### src/hw/rtl/assert_macros.svh
// Assertion macros shared by the slot allocator RTL.
`ifndef ASSERT_MACROS_SVH
`define ASSERT_MACROS_SVH

// Implication or plain property, checked at every rising edge outside reset.
`define RRSA_ASSERT(label, clk, rst, prop, msg) \
   label: assert property (@(posedge clk) disable iff (rst) (prop)) \
      else $error(msg);

// A condition that must never be seen outside reset.
`define RRSA_NEVER(label, clk, rst, cond, msg) \
   label: assert property (@(posedge clk) disable iff (rst) !(cond)) \
      else $error(msg);

`endif

### src/hw/rtl/rrsa_pkg.sv
// Shared types and constants of the round-robin slot allocator.
package rrsa_pkg;

   localparam int DEF_NUM_SLOTS = 256;
   localparam int CELL_SLOTS    = 16;
   localparam int OFF_W         = $clog2(CELL_SLOTS);

   typedef enum logic [1:0] {
      CMD_ALLOC   = 2'd0,
      CMD_RELEASE = 2'd1,
      CMD_EPOCH   = 2'd2,
      CMD_CLEAR   = 2'd3
   } cmd_type;

   typedef enum logic [1:0] {
      SLOT_FREE = 2'd0,
      SLOT_USED = 2'd1,
      SLOT_DEAD = 2'd2
   } slot_state_type;

   typedef enum logic [2:0] {
      OP_NONE,
      OP_RELEASE,
      OP_EPOCH,
      OP_CLEAR,
      OP_GRANT
   } cell_op_type;

   typedef enum logic [1:0] {
      ST_IDLE,
      ST_LAUNCH,
      ST_WAIT,
      ST_FINISH
   } ctrl_state_type;

   // Flags of the scan token that runs down the chain of cells.
   typedef struct packed {
      logic valid;
      logic hi_found;
      logic any_found;
      logic used_any;
   } scan_flags_type;

endpackage

### src/hw/rtl/round_robin_slot_allocator.sv
// Top level of the round-robin slot allocator: chain of slot cells and sequencer.
//
// The allocator keeps NUM_SLOTS slots, each free, used or dead, spread over a chain of
// cells holding sixteen slots apiece. Every command beat is handled on its own: a
// release, new-epoch or clear updates the cells in the cycle it is accepted, then a
// scan token walks the chain one cell per cycle, collecting the first free slot at or
// above the search pointer, the first free slot overall (the wrapped case) and whether
// any slot is used. An allocate commits its grant and moves the pointer as its result
// is loaded. A beat passes the launch state, the chain of cells, the wait state and the
// finish state, which holds while an earlier result is not yet taken; the result sits in
// an output register, so the next request beat is taken while an earlier result waits.
// Reset frees all slots and clears the pointer at once; no clearing pass is needed.
module round_robin_slot_allocator #(
   parameter int NUM_SLOTS = rrsa_pkg::DEF_NUM_SLOTS
) (
   input  logic       clock,
   input  logic       reset,
   input  logic       req_valid,
   output logic       req_ready,
   input  logic [1:0] req_command,
   input  logic [7:0] req_slot_index,
   output logic       rsp_valid,
   input  logic       rsp_ready,
   output logic       rsp_status,
   output logic [7:0] rsp_granted_slot,
   output logic       rsp_any_used
);
   import rrsa_pkg::*;

   localparam int IDX_W     = $clog2(NUM_SLOTS);
   localparam int NUM_CELLS = (NUM_SLOTS + CELL_SLOTS - 1) / CELL_SLOTS;

   cell_op_type      cell_op;
   logic [IDX_W-1:0] cell_idx;
   logic [IDX_W-1:0] ptr;
   logic             launch;

   // Links of the scan chain; link k feeds cell k, the last link is the tail.
   scan_flags_type   link_flags   [NUM_CELLS+1];
   logic [IDX_W-1:0] link_hi_idx  [NUM_CELLS+1];
   logic [IDX_W-1:0] link_any_idx [NUM_CELLS+1];

   // A fresh token enters the head with nothing found yet.
   assign link_flags[0]   = scan_flags_type'{valid: launch, hi_found: 1'b0,
                                             any_found: 1'b0, used_any: 1'b0};
   assign link_hi_idx[0]  = '0;
   assign link_any_idx[0] = '0;

   for (genvar k = 0; k < NUM_CELLS; k++) begin : g_cell
      rrsa_cell #(
         .NUM_SLOTS (NUM_SLOTS),
         .IDX_W     (IDX_W),
         .CELL_ID   (k)
      ) u_cell (
         .clock       (clock),
         .reset       (reset),
         .op          (cell_op),
         .op_idx      (cell_idx),
         .ptr         (ptr),
         .carry_in    (link_flags[k]),
         .hi_idx_in   (link_hi_idx[k]),
         .any_idx_in  (link_any_idx[k]),
         .carry_out   (link_flags[k+1]),
         .hi_idx_out  (link_hi_idx[k+1]),
         .any_idx_out (link_any_idx[k+1])
      );
   end

   rrsa_ctrl #(
      .NUM_SLOTS (NUM_SLOTS),
      .IDX_W     (IDX_W),
      .NUM_CELLS (NUM_CELLS)
   ) u_ctrl (
      .clock            (clock),
      .reset            (reset),
      .req_valid        (req_valid),
      .req_ready        (req_ready),
      .req_command      (req_command),
      .req_slot_index   (req_slot_index),
      .rsp_valid        (rsp_valid),
      .rsp_ready        (rsp_ready),
      .rsp_status       (rsp_status),
      .rsp_granted_slot (rsp_granted_slot),
      .rsp_any_used     (rsp_any_used),
      .cell_op          (cell_op),
      .cell_idx         (cell_idx),
      .ptr              (ptr),
      .launch           (launch),
      .tail             (link_flags[NUM_CELLS]),
      .tail_hi_idx      (link_hi_idx[NUM_CELLS]),
      .tail_any_idx     (link_any_idx[NUM_CELLS])
   );

endmodule

### src/hw/rtl/rrsa_cell.sv
// One cell of the chain: a group of slots and one stage of the scan token.
module rrsa_cell #(
   parameter int NUM_SLOTS = 256,
   parameter int IDX_W     = 8,
   parameter int CELL_ID   = 0
) (
   input  logic                     clock,
   input  logic                     reset,
   input  rrsa_pkg::cell_op_type    op,
   input  logic [IDX_W-1:0]         op_idx,
   input  logic [IDX_W-1:0]         ptr,
   input  rrsa_pkg::scan_flags_type carry_in,
   input  logic [IDX_W-1:0]         hi_idx_in,
   input  logic [IDX_W-1:0]         any_idx_in,
   output rrsa_pkg::scan_flags_type carry_out,
   output logic [IDX_W-1:0]         hi_idx_out,
   output logic [IDX_W-1:0]         any_idx_out
);
   import rrsa_pkg::*;

   slot_state_type slot_ff [CELL_SLOTS];
   slot_state_type slot_in [CELL_SLOTS];

   scan_flags_type   carry_ff, carry_in_nx;
   logic [IDX_W-1:0] hi_idx_ff, hi_idx_in_nx;
   logic [IDX_W-1:0] any_idx_ff, any_idx_in_nx;

   logic [CELL_SLOTS-1:0] exists, free_v, hi_v, used_v;
   logic [IDX_W-1:0]      gidx [CELL_SLOTS];
   logic [OFF_W-1:0]      hi_off, any_off;

   always_comb begin
      for (int j = 0; j < CELL_SLOTS; j++) begin
         exists[j] = (CELL_ID * CELL_SLOTS + j) < NUM_SLOTS;
         gidx[j]   = IDX_W'(CELL_ID * CELL_SLOTS + j);
         free_v[j] = exists[j] && (slot_ff[j] == SLOT_FREE);
         hi_v[j]   = free_v[j] && (gidx[j] >= ptr);
         used_v[j] = exists[j] && (slot_ff[j] == SLOT_USED);
      end
   end

   // Lowest free slot in the group, overall and at or above the pointer.
   always_comb begin
      hi_off  = '0;
      any_off = '0;
      for (int j = CELL_SLOTS - 1; j >= 0; j--) begin
         if (hi_v[j]) hi_off = OFF_W'(j);
         if (free_v[j]) any_off = OFF_W'(j);
      end
   end

   // Earlier cells hold lower slots, so a find already in the token wins.
   always_comb begin
      carry_in_nx   = carry_in;
      hi_idx_in_nx  = hi_idx_in;
      any_idx_in_nx = any_idx_in;
      if (!carry_in.hi_found && (|hi_v)) begin
         carry_in_nx.hi_found = 1'b1;
         hi_idx_in_nx         = IDX_W'(CELL_ID * CELL_SLOTS + int'(hi_off));
      end
      if (!carry_in.any_found && (|free_v)) begin
         carry_in_nx.any_found = 1'b1;
         any_idx_in_nx         = IDX_W'(CELL_ID * CELL_SLOTS + int'(any_off));
      end
      carry_in_nx.used_any = carry_in.used_any | (|used_v);
   end

   always_comb begin
      for (int j = 0; j < CELL_SLOTS; j++) begin
         slot_in[j] = slot_ff[j];
         unique case (op)
            OP_NONE: ;
            OP_RELEASE: if (exists[j] && gidx[j] == op_idx) slot_in[j] = SLOT_DEAD;
            OP_EPOCH:   if (slot_ff[j] == SLOT_DEAD) slot_in[j] = SLOT_FREE;
            OP_CLEAR:   slot_in[j] = SLOT_FREE;
            OP_GRANT:   if (exists[j] && gidx[j] == op_idx) slot_in[j] = SLOT_USED;
            default: ;
         endcase
      end
   end

   always_ff @(posedge clock) begin
      if (reset) begin
         for (int j = 0; j < CELL_SLOTS; j++) slot_ff[j] <= SLOT_FREE;
         carry_ff <= '0;
      end else begin
         for (int j = 0; j < CELL_SLOTS; j++) slot_ff[j] <= slot_in[j];
         carry_ff <= carry_in_nx;
      end
      hi_idx_ff  <= hi_idx_in_nx;
      any_idx_ff <= any_idx_in_nx;
   end

   assign carry_out   = carry_ff;
   assign hi_idx_out  = hi_idx_ff;
   assign any_idx_out = any_idx_ff;

endmodule

### src/hw/rtl/rrsa_ctrl.sv
// Command sequencer, search pointer and result register of the slot allocator.
`include "assert_macros.svh"

module rrsa_ctrl #(
   parameter int NUM_SLOTS = 256,
   parameter int IDX_W     = 8,
   parameter int NUM_CELLS = 16
) (
   input  logic                     clock,
   input  logic                     reset,
   input  logic                     req_valid,
   output logic                     req_ready,
   input  logic [1:0]               req_command,
   input  logic [7:0]               req_slot_index,
   output logic                     rsp_valid,
   input  logic                     rsp_ready,
   output logic                     rsp_status,
   output logic [7:0]               rsp_granted_slot,
   output logic                     rsp_any_used,
   output rrsa_pkg::cell_op_type    cell_op,
   output logic [IDX_W-1:0]         cell_idx,
   output logic [IDX_W-1:0]         ptr,
   output logic                     launch,
   input  rrsa_pkg::scan_flags_type tail,
   input  logic [IDX_W-1:0]         tail_hi_idx,
   input  logic [IDX_W-1:0]         tail_any_idx
);
   import rrsa_pkg::*;

   localparam int CMP_W = (IDX_W + 1 > 8) ? IDX_W + 1 : 8;

   ctrl_state_type   state_ff, state_in;
   cmd_type          cmd_ff, cmd_in;
   logic [IDX_W-1:0] ptr_ff, ptr_in;
   logic             res_found_ff, res_found_in;
   logic [IDX_W-1:0] res_idx_ff, res_idx_in;
   logic             res_used_ff, res_used_in;
   logic             rsp_valid_ff, rsp_valid_in;
   logic             rsp_status_ff, rsp_status_in;
   logic [7:0]       rsp_granted_ff, rsp_granted_in;
   logic             rsp_any_used_ff, rsp_any_used_in;

   logic             rsp_free, grant;
   logic [CMP_W-1:0] req_idx_wide, res_idx_wide;

   assign rsp_free     = !rsp_valid_ff || rsp_ready;
   assign req_idx_wide = CMP_W'(req_slot_index);
   assign res_idx_wide = CMP_W'(res_idx_ff);
   assign grant        = (cmd_ff == CMD_ALLOC) && res_found_ff;

   always_comb begin
      state_in        = state_ff;
      cmd_in          = cmd_ff;
      ptr_in          = ptr_ff;
      res_found_in    = res_found_ff;
      res_idx_in      = res_idx_ff;
      res_used_in     = res_used_ff;
      rsp_valid_in    = rsp_valid_ff && !rsp_ready;
      rsp_status_in   = rsp_status_ff;
      rsp_granted_in  = rsp_granted_ff;
      rsp_any_used_in = rsp_any_used_ff;
      req_ready       = 1'b0;
      launch          = 1'b0;
      cell_op         = OP_NONE;
      cell_idx        = '0;
      unique case (state_ff)
         ST_IDLE: begin
            req_ready = 1'b1;
            if (req_valid) begin
               cmd_in   = cmd_type'(req_command);
               state_in = ST_LAUNCH;
               unique case (cmd_type'(req_command))
                  CMD_ALLOC: ;
                  CMD_RELEASE: begin
                     if (req_idx_wide < CMP_W'(NUM_SLOTS)) begin
                        cell_op  = OP_RELEASE;
                        cell_idx = req_idx_wide[IDX_W-1:0];
                     end
                  end
                  CMD_EPOCH: cell_op = OP_EPOCH;
                  CMD_CLEAR: cell_op = OP_CLEAR;
                  default: ;
               endcase
            end
         end
         ST_LAUNCH: begin
            launch   = 1'b1;
            state_in = ST_WAIT;
         end
         ST_WAIT: begin
            if (tail.valid) begin
               res_found_in = tail.hi_found || tail.any_found;
               res_idx_in   = tail.hi_found ? tail_hi_idx : tail_any_idx;
               res_used_in  = tail.used_any;
               state_in     = ST_FINISH;
            end
         end
         ST_FINISH: begin
            if (rsp_free) begin
               rsp_valid_in    = 1'b1;
               rsp_status_in   = (cmd_ff == CMD_ALLOC) && !res_found_ff;
               rsp_granted_in  = grant ? res_idx_wide[7:0] : 8'd0;
               rsp_any_used_in = grant || res_used_ff;
               if (grant) begin
                  cell_op  = OP_GRANT;
                  cell_idx = res_idx_ff;
                  ptr_in   = res_idx_ff;
               end
               state_in = ST_IDLE;
            end
         end
         default: state_in = ST_IDLE;
      endcase
   end

   always_ff @(posedge clock) begin
      if (reset) begin
         state_ff     <= ST_IDLE;
         ptr_ff       <= '0;
         rsp_valid_ff <= 1'b0;
      end else begin
         state_ff     <= state_in;
         ptr_ff       <= ptr_in;
         rsp_valid_ff <= rsp_valid_in;
      end
      cmd_ff          <= cmd_in;
      res_found_ff    <= res_found_in;
      res_idx_ff      <= res_idx_in;
      res_used_ff     <= res_used_in;
      rsp_status_ff   <= rsp_status_in;
      rsp_granted_ff  <= rsp_granted_in;
      rsp_any_used_ff <= rsp_any_used_in;
   end

   assign ptr              = ptr_ff;
   assign rsp_valid        = rsp_valid_ff;
   assign rsp_status       = rsp_status_ff;
   assign rsp_granted_slot = rsp_granted_ff;
   assign rsp_any_used     = rsp_any_used_ff;

   `RRSA_ASSERT(a_token_latency, clock, reset, (state_ff == ST_LAUNCH) |-> ##NUM_CELLS tail.valid, "scan token did not reach the chain tail in time")
   `RRSA_ASSERT(a_tail_in_wait, clock, reset, tail.valid |-> (state_ff == ST_WAIT), "scan token arrived outside the wait state")
   `RRSA_ASSERT(a_full_no_grant, clock, reset, (rsp_valid && rsp_status) |-> (rsp_granted_slot == 8'd0), "full report carries a granted slot")
   `RRSA_ASSERT(a_grant_moves_ptr, clock, reset, (cell_op == OP_GRANT) |=> (ptr_ff == $past(cell_idx)), "grant did not move the search pointer")

endmodule
### config.mk
export PLATFORM = sky130hd
export DESIGN_NAME = round_robin_slot_allocator
export DESIGN_NICKNAME = d
export VERILOG_FILES = /design/src/hw/rtl/rrsa_pkg.sv /design/src/hw/rtl/round_robin_slot_allocator.sv /design/src/hw/rtl/rrsa_cell.sv /design/src/hw/rtl/rrsa_ctrl.sv
export VERILOG_INCLUDE_DIRS = /design/src /design/src/hw/rtl
export SDC_FILE = /design/constraint.sdc
export NUM_CORES = 2
export LEC_CHECK = 0
export ABC_AREA = 1
export ABC_CLOCK_PERIOD_IN_PS = 5150
export BUFFER_PORTS_ARGS = -buffer_cell sky130_fd_sc_hd__buf_2
export CAP_MARGIN = 20
export CORE_MARGIN = 2
export CORE_UTILIZATION = 45
export CTS_CLUSTER_DIAMETER = 200
export DETAILED_ROUTE_END_ITERATION = 8
export GPL_TIMING_DRIVEN = 0
export PLACE_DENSITY = 0.6
export SYNTH_ARGS = -nofsm -noshare
export SYNTH_HDL_FRONTEND = slang
export SYNTH_HIERARCHICAL = 1
export SYNTH_SLANG_ARGS = --single-unit
export TNS_END_PERCENT = 20
### constraint.sdc
create_clock -name clock -period 5.15 [get_ports clock]
set_input_delay 0.7725 -clock clock [delete_from_list [all_inputs] [get_ports clock]]
set_output_delay 0.7725 -clock clock [all_outputs]
set_load 0.005 [all_outputs]
* After elaboration in Yosys (flattened, before gate mapping) *
Memories as Yosys holds them, arrays and structs flattened.
Cells that the tools add are included.

word-level totals
  register bits after elaboration = 353
  bits in latches = 0
  memory bits (writable) = 512
  ROM bits = 0
  input bits = 14
  output and inout port bits = 12
  word-level logic and storage cells = 3991
  memories kept = 16

memories
  memory                     depth  width  read ports  clocked after memory_dff  write ports  RTL line         RTL
  g_cell[0].u_cell.slot_ff   16     2      16          0                         16           rrsa_cell.sv:21  slot_state_type slot_ff [CELL_SLOTS];
  g_cell[10].u_cell.slot_ff  16     2      16          0                         16           rrsa_cell.sv:21
  g_cell[11].u_cell.slot_ff  16     2      16          0                         16           rrsa_cell.sv:21
  g_cell[12].u_cell.slot_ff  16     2      16          0                         16           rrsa_cell.sv:21
  g_cell[13].u_cell.slot_ff  16     2      16          0                         16           rrsa_cell.sv:21
  g_cell[14].u_cell.slot_ff  16     2      16          0                         16           rrsa_cell.sv:21
  10 more memories           --     --     --          --                        --           --

operators by class
  $add $sub $neg = 30
  multipliers = 0
  div/mod/pow operators = 0
  order comparisons = 257
  equality and inequality tests = 780
  shift operators = 0
  multiplexer cells = 1876
  bitwise gates (word level) = 273
  reductions and logical operators = 645

operator list
  kind                   count
  $mux W2                1029
  $pmux W2 S4            257
  $mux W4                503
  $eq A8 B8 Y1 const A   128
  $ge A8 B8 Y1 const A   128
  $reduce_or A16 Y1      48
  $eq A2 B2 Y1 const B   260
  $eq A2 B1 Y1 const B   258
  $logic_not A2 Y1       258
  $eq A7 B8 Y1 const A   64
  $ge A7 B8 Y1 const A   64
  $logic_and A1 B1 Y1    289
  $mux W8                36
  $or A1 B1 Y1           271
  $eq A6 B8 Y1 const A   32
  $ge A6 B8 Y1 const A   32
  $add A8 B4 Y8 const A  16
  $eq A5 B8 Y1 const A   16
  $ge A5 B8 Y1 const A   16
  $add A7 B4 Y8 const A  8
  $eq A4 B8 Y1 const A   8
  $ge A4 B8 Y1 const A   8
  $mux W1                41
  $logic_not A1 Y1       33
  other kinds (27)       58

* Depth between registers and ports, before layout *
An unclocked memory read counts as a cell.

  depth after elaboration = 21
  mapped depth = 22
  depth with buffers taken out = 22

* Modules after synthesis *
Netlist, hierarchy kept.

modules (own cells, without submodules)
  module                         times used  cells each  area each (µm²)  sequential area each (µm²)
  rrsa_cell (g_cell[12].u_cell)  1           471         3025.4           1041.0
  rrsa_cell (g_cell[6].u_cell)   1           464         2999.1           1041.0
  rrsa_cell (g_cell[2].u_cell)   1           463         2986.6           1041.0
  rrsa_cell (g_cell[4].u_cell)   1           473         2979.1           1041.0
  rrsa_cell (g_cell[3].u_cell)   1           468         2961.6           1041.0
  rrsa_cell (g_cell[13].u_cell)  1           474         2949.1           1041.0
  rrsa_cell (g_cell[14].u_cell)  1           454         2949.1           1041.0
  rrsa_cell (g_cell[1].u_cell)   1           465         2929.1           1041.0
  rrsa_cell (g_cell[8].u_cell)   1           461         2925.3           1041.0
  rrsa_cell (g_cell[5].u_cell)   1           458         2914.0           1041.0
  rrsa_cell (g_cell[0].u_cell)   1           428         2911.5           1041.0
  rrsa_cell (g_cell[10].u_cell)  1           456         2906.5           1041.0
  rrsa_cell (g_cell[11].u_cell)  1           464         2884.0           1041.0
  rrsa_cell (g_cell[9].u_cell)   1           443         2880.3           1041.0
  4 more rows                    --          --          --               --

* Worst setup path before layout *
OpenSTA, ideal clock, no wires.

  path kind = in2reg
  from = in rsp_ready
  to = mem g_cell[0].u_cell/slot_ff[1][11] (netlist bit)
  setup time = 86 ps
  data arrival time = 5043 ps
  required time = 5064 ps
  slack = 21 ps
  stages = 10
  path buffers = 0
  cells stage by stage = inv_1 a21oi_4 nand2_1 a21oi_1 inv_1 nor3_4 a21oi_1 nor3_2 nor2_1 a211oi_1

RTL lines
  item         RTL line                          RTL
  from (decl)  round_robin_slot_allocator.sv:23  input logic rsp_ready,
  to (decl)    rrsa_cell.sv:21

==> summary.md <==
| Metric | Value |
|---|---|
| Destination of the worst register-to-register timing path | `g_cell[2].u_cell/slot_ff[1][5]` |
| Number of gates on the worst path with buffers counted | `13` |
| Total Routed Length | `148000 um` |
| Final-layout worst hold slack | `between 0.2 and 0.3 ns` |
| Antenna Diode Count | `0` |
| CP max stage cell | `nor2_4` |
| Clock Sinks | `around 870` |
| Async set-reset flop share out of synthesis | `0%` |
| Share of cells above drive strength 1 | `between 10% and 20%` |
| RSZ-0062 raised after global routing | `false` |
| Worst IR drop on VDD | `~0.27 mV` |
| Result of the run | `finished, final reports clean` |
| Number of synthesized flops with an enable pin | `22` |
| Setup slack, reg-to-reg | `between 0.9 and 1 ns` |
| Timing-limited maximum frequency | `roughly 240 MHz` |
| Count of mapped cells out of synthesis | `7500` |
| Final routed DRC violation total | `0` |
| Vias after detailed routing | `roughly 48000` |
| Dpl hpwl | `109000 um` |
| Synth warn | `6` |
| DR vias/cell | `between 5 and 6` |
| Final worst path period share | `around 80%` |
| X dimension of the die | `332 um` |
| Classification of the worst-slack hold path | `input pin to register` |
| Buffers inserted during post-CTS setup optimization | `0` |
| Clock edge transition at the registers on the reported setup and hold paths | `0.06 ns` |
| Cell row count | `120` |
| WS Path Type | `register to register` |
| Number of gates resized after CTS | `0` |
| Worst slack after detailed placement | `about 0.55 ns` |
| Residual antenna-violating net count after detailed routing | `0` |
| Final critical path time including I/O delays and setup | `around 4.2 ns` |
| Critical Path Sink Type | `register` |
| Antenna violations before repair | `2` |
| Final hold violation count | `0` |
| #FFs+latches synth | `roughly 870` |
| Cts bufs inserted | `a little under 100` |
| TritonCTS clock tree | `done` |
| Maximum root-to-sink buffer count | `3` |
| PwrDens | `between 500 and 600 mW/mm^2` |
| Maximum number of pins on one net before global-route repair | `53` |
| Std-Cell Core Area | `between 0.1 and 0.15 mm^2` |
| Distinct cell type count of the synthesized netlist | `75` |
| Number of port buffers | `25` |
| Register area share after synthesis | `a little over a third` |
| Launching element type of the critical path | `register` |
| Max stage delay on crit path | `roughly 0.55 ns` |
| Top FF cell, synth | `dfxtp_1` |
| Hold Crit Depth | `1` |
| Initial DRT Pass Iterations | `8` |
| Global-route wire length before repair | `~230000 um` |
| Overall routing resource usage | `between 20% and 30%` |
| Summed instance area of the synthesized netlist | `approximately 0.048 mm^2` |
| CTS H-tree depth | `3` |
| Worst clock skew | `0.0173 ns` |
| Critical path arrival | `roughly 4.8 ns` |
| Required time at the endpoint of the critical path | `between 5 and 6 ns` |
| Violation count after the first detailed-routing iteration | `between 4000 and 5000` |
| Final Worst Setup Slack | `roughly 0.9 ns` |
| Maximum fanout along the worst path | `21` |
| Total design power | `30.3 mW` |
| Cell leakage power | `between 20 and 25 nW` |
| DR WL/cell | `~16 um` |
| Height of the chip | `between 300 and 400 um` |
| Effective utilization at floorplan | `roughly 45%` |
| Ports placed on the boundary | `26` |
| Hold-fix buffers at CTS | `0` |
| Post-synthesis to final-layout area growth | `12.7%` |
| Crit Reg-Reg Startpoint | `u_ctrl/state_ff[0]` |
| Cells along the critical path | `ha_1 > inv_1 > a21oi_4 > nand2_2 > nor2_4 > buf_12 > inv_1 > or2_4 > nor2_1 > nor2_1 > clkbuf_1 > nand2_1 > a21oi_1` |
| Worst rel slew slack | `a little under a third` |
| Final setup violating endpoints | `0` |
| Destination of the worst hold path | `u_ctrl/cmd_ff[0]` |
| Placer's final routability congestion estimate | `around 0.90` |
| Max Transition Viols Final | `0` |
| Final layout net count | `around 7700` |
| Synth Area per Inst | `~6.5 um^2` |
| Grt ovf | `0` |
| Clock root cell | `clkbuf_16` |
| Area of the die | `between 0.1 and 0.15 mm^2` |
| Crit-path leading delay family | `simple AND/OR/NAND/NOR gates` |
| Combined buffer and inverter count along the critical path | `4` |
| Number of global-route vias before repair | `between 40000 and 50000` |
| Slew at the pin closest to its max-slew limit | `around 1.0 ns` |
| FF-to-FF path depth | `13` |
| Worst setup path start | `u_ctrl/state_ff[0]` |
| Source of the worst hold timing path | `req_command[0]` |
| Max-capacitance violation count | `0` |
| Clock latency on the worst-skew pair | `around 0.68 ns` |
## sequential cells by signal (all words and copies together) (netlist names)
name                       flops
u_ctrl/cmd_ff                  2
u_ctrl/res_found_ff            1
u_ctrl/res_idx_ff              8
u_ctrl/rsp_granted_slot        8
g_cell.u_cell/slot_ff        512
u_ctrl/ptr                     8
u_ctrl/res_used_ff             1
g_cell.u_cell/hi_idx_out     128
u_ctrl/state_ff                2
g_cell.u_cell/any_idx_out    128
u_ctrl/rsp_any_used            1
g_cell.u_cell/carry_out       64
u_ctrl/rsp_valid               1
u_ctrl/rsp_status              1
## Yosys cell counts (26+ instances only)
library cell	number	share of area, %
a211oi_1	70	1.1
a21oi_1	768	7.9
a31oi_1	49	0.63
clkbuf_1	90	0.70
dfxtp_1	843	35
inv_1	1026	8.0
inv_2	146	1.1
nand2_1	1488	12
nand2_2	55	0.71
nand2_4	43	1.0
nand3_1	153	1.6
nor2_1	1320	10
nor2_2	74	0.96
nor2_4	33	0.77
nor3_1	162	1.7
nor3_2	30	0.62
o211ai_1	26	0.40
o21ai_0	512	5.3
o21ai_1	87	0.90
o22ai_1	66	0.85
o31ai_1	43	0.67
or2_1	44	0.57
or2_2	38	0.49
## power breakdown
| part | switching, mW | internal, mW | total [mW] |
|---|---|---|---|
| Combinational | 8.78 | 4.25 | 13.0 |
| Clock | 2.91 | 4.35 | 7.26 |
| Sequential | 1.35 | 8.67 | 10.0 |
## metal layers
layer	wire length [um]	track usage, %
met3	8470	2.96
met5	0	0
met4	4080	7.93
met1	69400	36.1
met2	66500	42.5
## how the worst max path moves through the flow
stage	slack [ns]	endpoint
finish	0.92	g_cell[2].u_cell/slot_ff[1][5]
global route	0.68	g_cell[2].u_cell/slot_ff[1][9]
CTS	0.71	g_cell[2].u_cell/slot_ff[1][5]
detailed placement	0.55	g_cell[12].u_cell/slot_ff[0][7]
global placement	-6.82	g_cell[11].u_cell/slot_ff[1][8]
floorplan	0.02	g_cell[0].u_cell/slot_ff[1][11]
## cells in the final DEF, fill, tap and decap left out, types with 46 or more instances in the layout
cell	instances
nor2_2	74
buf_2	46
o21ai_0	512
nor3_1	161
nor2_1	1318
a31oi_1	49
a21oi_1	760
inv_1	1026
a211oi_1	70
nand3_1	153
nand2_1	1488
clkbuf_1	101
o22ai_1	66
o21ai_1	87
nand2_2	55
inv_2	146
clkbuf_16	102
dfxtp_1	835
## area by class of cell
class                      count  area, um^2
buffer                       122         542
clock buffer                 133        2870
clock inverter                43         519
fill                       10890       52300
inverter                    1194        4520
multi-input combinational   5341       26000
sequential                   865       17600
tap                         1403        1760
timing repair buffer          57         790
## cell families (layout without fill, tap and decap cells)
family / count (synthesis) / after routing / synth area share, %
other cells: 1 / 23 / 0.00775
compound gates: 1801 / 1801 / 21.5
mux: 1 / 1 / 0.0207
flops: 865 / 865 / 36.2
simple gates: 3511 / 3511 / 31.7
buf+inv: 1316 / 1549 / 10.5
fa+ha+maj: 5 / 5 / 0.129
## through the flow
| stage | instances | instance area, um^2 | util (%) | setup TNS (ns) |
|---|---|---|---|---|
| finish | 9158 | 54600 | 51.0 | 0 |
| global route | 9158 | 54600 | 51.0 | 0 |
| CTS | 9157 | 54500 | 51.0 | 0 |
| detailed placement | 8981 | 51200 | 47.8 | 0 |
| global placement | 8950 | 50400 | 47.1 | -2937.31 |
| floorplan | 7522 | 48500 | - | 0 |
Power figures use the tool's default switching activity.
